<file path="config.mk">
export PLATFORM = sky130hd
export DESIGN_NAME = dllm_ram
export DESIGN_NICKNAME = d
export VERILOG_FILES = /design/src/hw/rtl/doubly_linked_list_manager_top_macros.svh /design/src/hw/rtl/dllm_ram.sv
export SDC_FILE = /design/constraint.sdc
export NUM_CORES = 2
export LEC_CHECK = 0
export BUFFER_PORTS_ARGS = -buffer_cell sky130_fd_sc_hd__buf_2
export CORE_MARGIN = 5
export CORE_UTILIZATION = 57
export DETAILED_ROUTE_END_ITERATION = 10
export PLACE_DENSITY_LB_ADDON = 0.12
export SLEW_MARGIN = 20
export SYNTH_ARGS = -nofsm -noshare
export SYNTH_HDL_FRONTEND = slang
export SYNTH_SLANG_ARGS = --single-unit
</file>
<file path="constraint.sdc">
create_clock -name clk -period 1.8 [get_ports clk]
set_input_delay 0 -clock clk [delete_from_list [all_inputs] [get_ports clk]]
set_output_delay 0 -clock clk [all_outputs]
set_load 0.005 [all_outputs]
</file>
<file path="src/hw/rtl/doubly_linked_list_manager_top_macros.svh">
// Assertion helpers for the list manager.
// Each macro expects clk and rst in scope at the place of use.
`ifndef DOUBLY_LINKED_LIST_MANAGER_TOP_MACROS_SVH
`define DOUBLY_LINKED_LIST_MANAGER_TOP_MACROS_SVH

`ifndef NO_ASSERTIONS
// Same-cycle implication.
`define DLLM_ASSERT_NOW(lbl, pre, post, msg) \
  lbl: assert property (@(posedge clk) disable iff (rst) (pre) |-> (post)) \
    else $error(msg);
// Next-cycle implication.
`define DLLM_ASSERT_NEXT(lbl, pre, post, msg) \
  lbl: assert property (@(posedge clk) disable iff (rst) (pre) |=> (post)) \
    else $error(msg);
`else
`define DLLM_ASSERT_NOW(lbl, pre, post, msg)
`define DLLM_ASSERT_NEXT(lbl, pre, post, msg)
`endif

`endif

</file>
<file path="src/hw/rtl/dllm_ram.sv">
`default_nettype none

module dllm_ram #(
  parameter int WIDTH = 9,
  parameter int DEPTH = 256
) (
  input  wire logic                     clk,
  input  wire logic                     we,
  input  wire logic [$clog2(DEPTH)-1:0] waddr,
  input  wire logic [WIDTH-1:0]         wdata,
  input  wire logic [$clog2(DEPTH)-1:0] raddr,
  output logic      [WIDTH-1:0]         rdata
);

  logic [WIDTH-1:0] mem [DEPTH];

  always_ff @(posedge clk) begin
    if (we) begin
      mem[waddr] <= wdata;
    end
    rdata <= mem[raddr];
  end

endmodule

`default_nettype wire

</file>
==> results.ini <==
[power]
power_leakage_uw = 0.0347
pwr-share-seq_pct = 53.2
finalPower_uw = 112000
peakVddDrop_v = 0.000949
internal-power_uw = 87900
power_density_mw_per_mm2 = 1050
switching_share_pct = 21.4
p_comb_share_pct = 5.9
p_switching_uw = 24000
clock_power_share_pct = 41.0

[timing]
slew_violations = 0
setup_violations = 9
clock-skew-final_ns = 0.0245
setup_ws_ns = -0.384
final_hold_viol_count = 0
rsz0062_at_grt = yes
fin_crit_ns = 2.18
tightest_slew_ns = 0.867
clock.fmax_ghz = 0.458
post-route-period-util_pct = 121
max-slew-margin-rel_pct = 41.4

[cells_and_area]
stdcell_count = 7310
final_nets = 5088
final_core_util_pct = 68.0
area_growth_pct = 18.8
drive_above_1_share_pct = 33.6

[die]
coreArea_sq_mm = 0.156
die_area_sq_mm = 0.165
io_pins = 36
die_h_um = 406
rows = 145
initial_core_util_pct = 57.2
die_x_um = 406

[worst_setup_path]
worstSetupEndpointType = register
crit_type = register to register
path_cells = mux4_2 -> a22oi_2 -> a21oi_2 -> or3_4 -> o22ai_4 -> nor3_4
slowest_stage = mux4_2
startpoint_type = register
cp_data_arrival_time_ns = 2.91
worstPathRequired_ns = 2.52
critical_path_peak_fanout = 1
slowest_delay_ns = 0.50

[synth]
synth_fp_nets = 4264
synth_cells = 4237
ys_seq_area_share_pct = 77.7
synth_top_flop_cell = edfxtp_1
async_reset_ff_share_pct = 0
ys_warn_count = 0
synth-edff-count = 2304
synth.distinct_cells = 57
synth_seq_cells = 2313
synth_area_sq_mm = 0.0893
postSynthAreaPerCell_sq_um = 21.1

[detailed_routing]
routed-wl-met2_um = 107000
dr_wl_met3_um = 22000
routed_wirelength_um = 229000
drc = 0
vias_per_cell = 6.41
dr.pass1.iters = 8
vias = 46800
wl_per_cell_um = 31.3
ant_nets = 0
wl_met1_um = 92700
routed.top_layer = met5
dr.first_iter.drc_count = 5856

[placed_design]
port_buffers = 35
post-place-ws_ns = -1.37
dpl.cell_count = 6880
dp_hpwl_um = 149000
place.gp.congestion = 0.872

[cts]
cts_buffers = 223
cts_tree = built
clk_latency_ns = 0.86
cts-htree-levels = 4
clockRootBuffer = clkbuf_16
postCtsSetupRepairBufs = 0
clkTransAtPathRegs_ns = 0.07
cts_buffer_depth = 3
cts_sinks = 2313

[grt]
grt_pass1_vias = 46800
grt_max_degree = 101
antenna_found_initial = 15
groute.usage.overall_pct = 28.2
grt_pass1_wl_um = 332000
overflow = 0

[flow_run]
drv_cap = 0

[status]
status = complete, but fails checks
violations = setup timing

[min_path]
hold_class = input pin to register

-- final cells by class --
cell class,instances,area [sq um]
clock inverter,142,1370
timing repair buffer,858,7850
clock buffer,271,5780
tap,2058,2570
inverter,2,7.51
fill,9819,50000
multi-input combinational,1663,19100
antenna,3,7.51
sequential,2313,69400
-- state kept, by name, indices dropped and copies added, names as in the netlist --
register	cells
rdata	9
mem	2304
-- cells by family after synthesis --
group,Yosys count,synth area share [%]
flip-flops,2313,77.7
multiplexers,674,14.3
AND/OR/NAND/NOR,500,2.50
AO/OA/AOI/OAI,489,3.75
buffers and inverters,261,1.75
-- power groups by stage --
stage / combinational, uW / clock (uW) / sequential (uW)
floorplan: 2820 / 0 / 60600
global placement: 6210 / 0 / 60600
detailed placement: 6290 / 0 / 60600
CTS: 6500 / 46400 / 59500
global route: 6880 / 48800 / 59500
finish: 6570 / 45800 / 59500
-- per-layer routing --
metal	vias up	track usage, %
li1	19500	-
met1	24600	42.6
met2	2405	42.9
met3	367	5.57
met4	6	8.17
met5	-	0
-- synth_stat cells (4+ instances only) --
library cell | count | share of area, %
a211oi_1 | 26 | 0.22
buf_8 | 12 | 0.20
nor2_1 | 305 | 1.3
dfxtp_1 | 9 | 0.20
nand4_1 | 11 | 0.077
buf_1 | 14 | 0.059
buf_2 | 54 | 0.30
buf_6 | 26 | 0.33
buf_4 | 28 | 0.24
o21ai_0 | 31 | 0.17
and3b_1 | 4 | 0.039
nor4_1 | 27 | 0.19
edfxtp_1 | 2304 | 77
a22oi_1 | 174 | 1.5
clkbuf_1 | 120 | 0.50
o21ai_1 | 5 | 0.028
o31a_1 | 8 | 0.078
mux4_1 | 9 | 0.26
nor3_1 | 21 | 0.12
o22ai_1 | 65 | 0.46
a21oi_1 | 98 | 0.55
mux2i_1 | 177 | 2.0
a31oi_1 | 10 | 0.070
nor2b_1 | 28 | 0.20
mux2_2 | 21 | 0.26
nand3_1 | 31 | 0.17
nand2_1 | 40 | 0.17
buf_12 | 5 | 0.11
a221oi_1 | 11 | 0.11
a22o_1 | 8 | 0.078
o221ai_1 | 35 | 0.34
or2_2 | 4 | 0.028
mux4_2 | 467 | 12
nand2b_1 | 9 | 0.063
-- through the flow --
stage / TNS (ns) / instance area [sq um] / hold WS (ns)
finish: -2.58 / 106000 / 0.0659
global route: -3.01 / 106000 / 0.0370
CTS: -2.88 / 106000 / 0.000224
detailed placement: -10.96 / 98100 / 0.383
global placement: -11.59 / 98100 / 0.381
floorplan: -45.92 / 89300 / 0.0989
-- timing repair --
action                                  in CTS  in global routing
pin swaps                                   31                 28
endpoints found under the hold margin     2516                  0
hold buffers                                19                  0
resized for setup                           87                 47
endpoints found under the setup margin       9                 46
-- worst max-delay path: cells and delay by family (launching register included) --
family,cells,cell delay (ns)
AND/OR/NAND/NOR,2,0.54
flip-flops,1,0.37
AO/OA/AOI/OAI,3,0.62
multiplexers,1,0.50
-- final timing paths --
check | startpoint | end | slack, ns | cells past startpoint
max reg2reg | mem[222][7] | rdata[7] | -0.38 | 6
min reg2reg | mem[36][8] | rdata[8] | 1.08 | 5
min | waddr[2] | mem[227][2] | 0.07 | 5
max | mem[222][7] | rdata[7] | -0.38 | 6
-- placed cells by master, fill, tap and decap left out, types with 13 or more instances in the layout --
cell / netlist / layout
mux2_2: 21 / 21
clkbuf_1: 120 / 47
nor2b_1: 28 / 24
buf_12: 5 / 106
edfxtp_1: 2304 / 2304
mux4_2: 467 / 469
nand2_1: 40 / 39
bufinv_16: 0 / 21
buf_2: 54 / 22
clkinv_2: 0 / 41
nand3_1: 31 / 27
mux2i_1: 177 / 176
a22oi_2: 0 / 23
a211oi_1: 26 / 18
a21oi_2: 0 / 13
a22oi_1: 174 / 151
a21oi_1: 98 / 83
clkinv_1: 1 / 59
buf_4: 28 / 696
nor2_1: 305 / 292
o21ai_0: 31 / 23
o221ai_1: 35 / 34
clkbuf_16: 0 / 224
nor3_1: 21 / 16
dlygate4sd3_1: 0 / 18
o22ai_1: 65 / 59
Note: power is estimated with default switching activity, not from simulation.
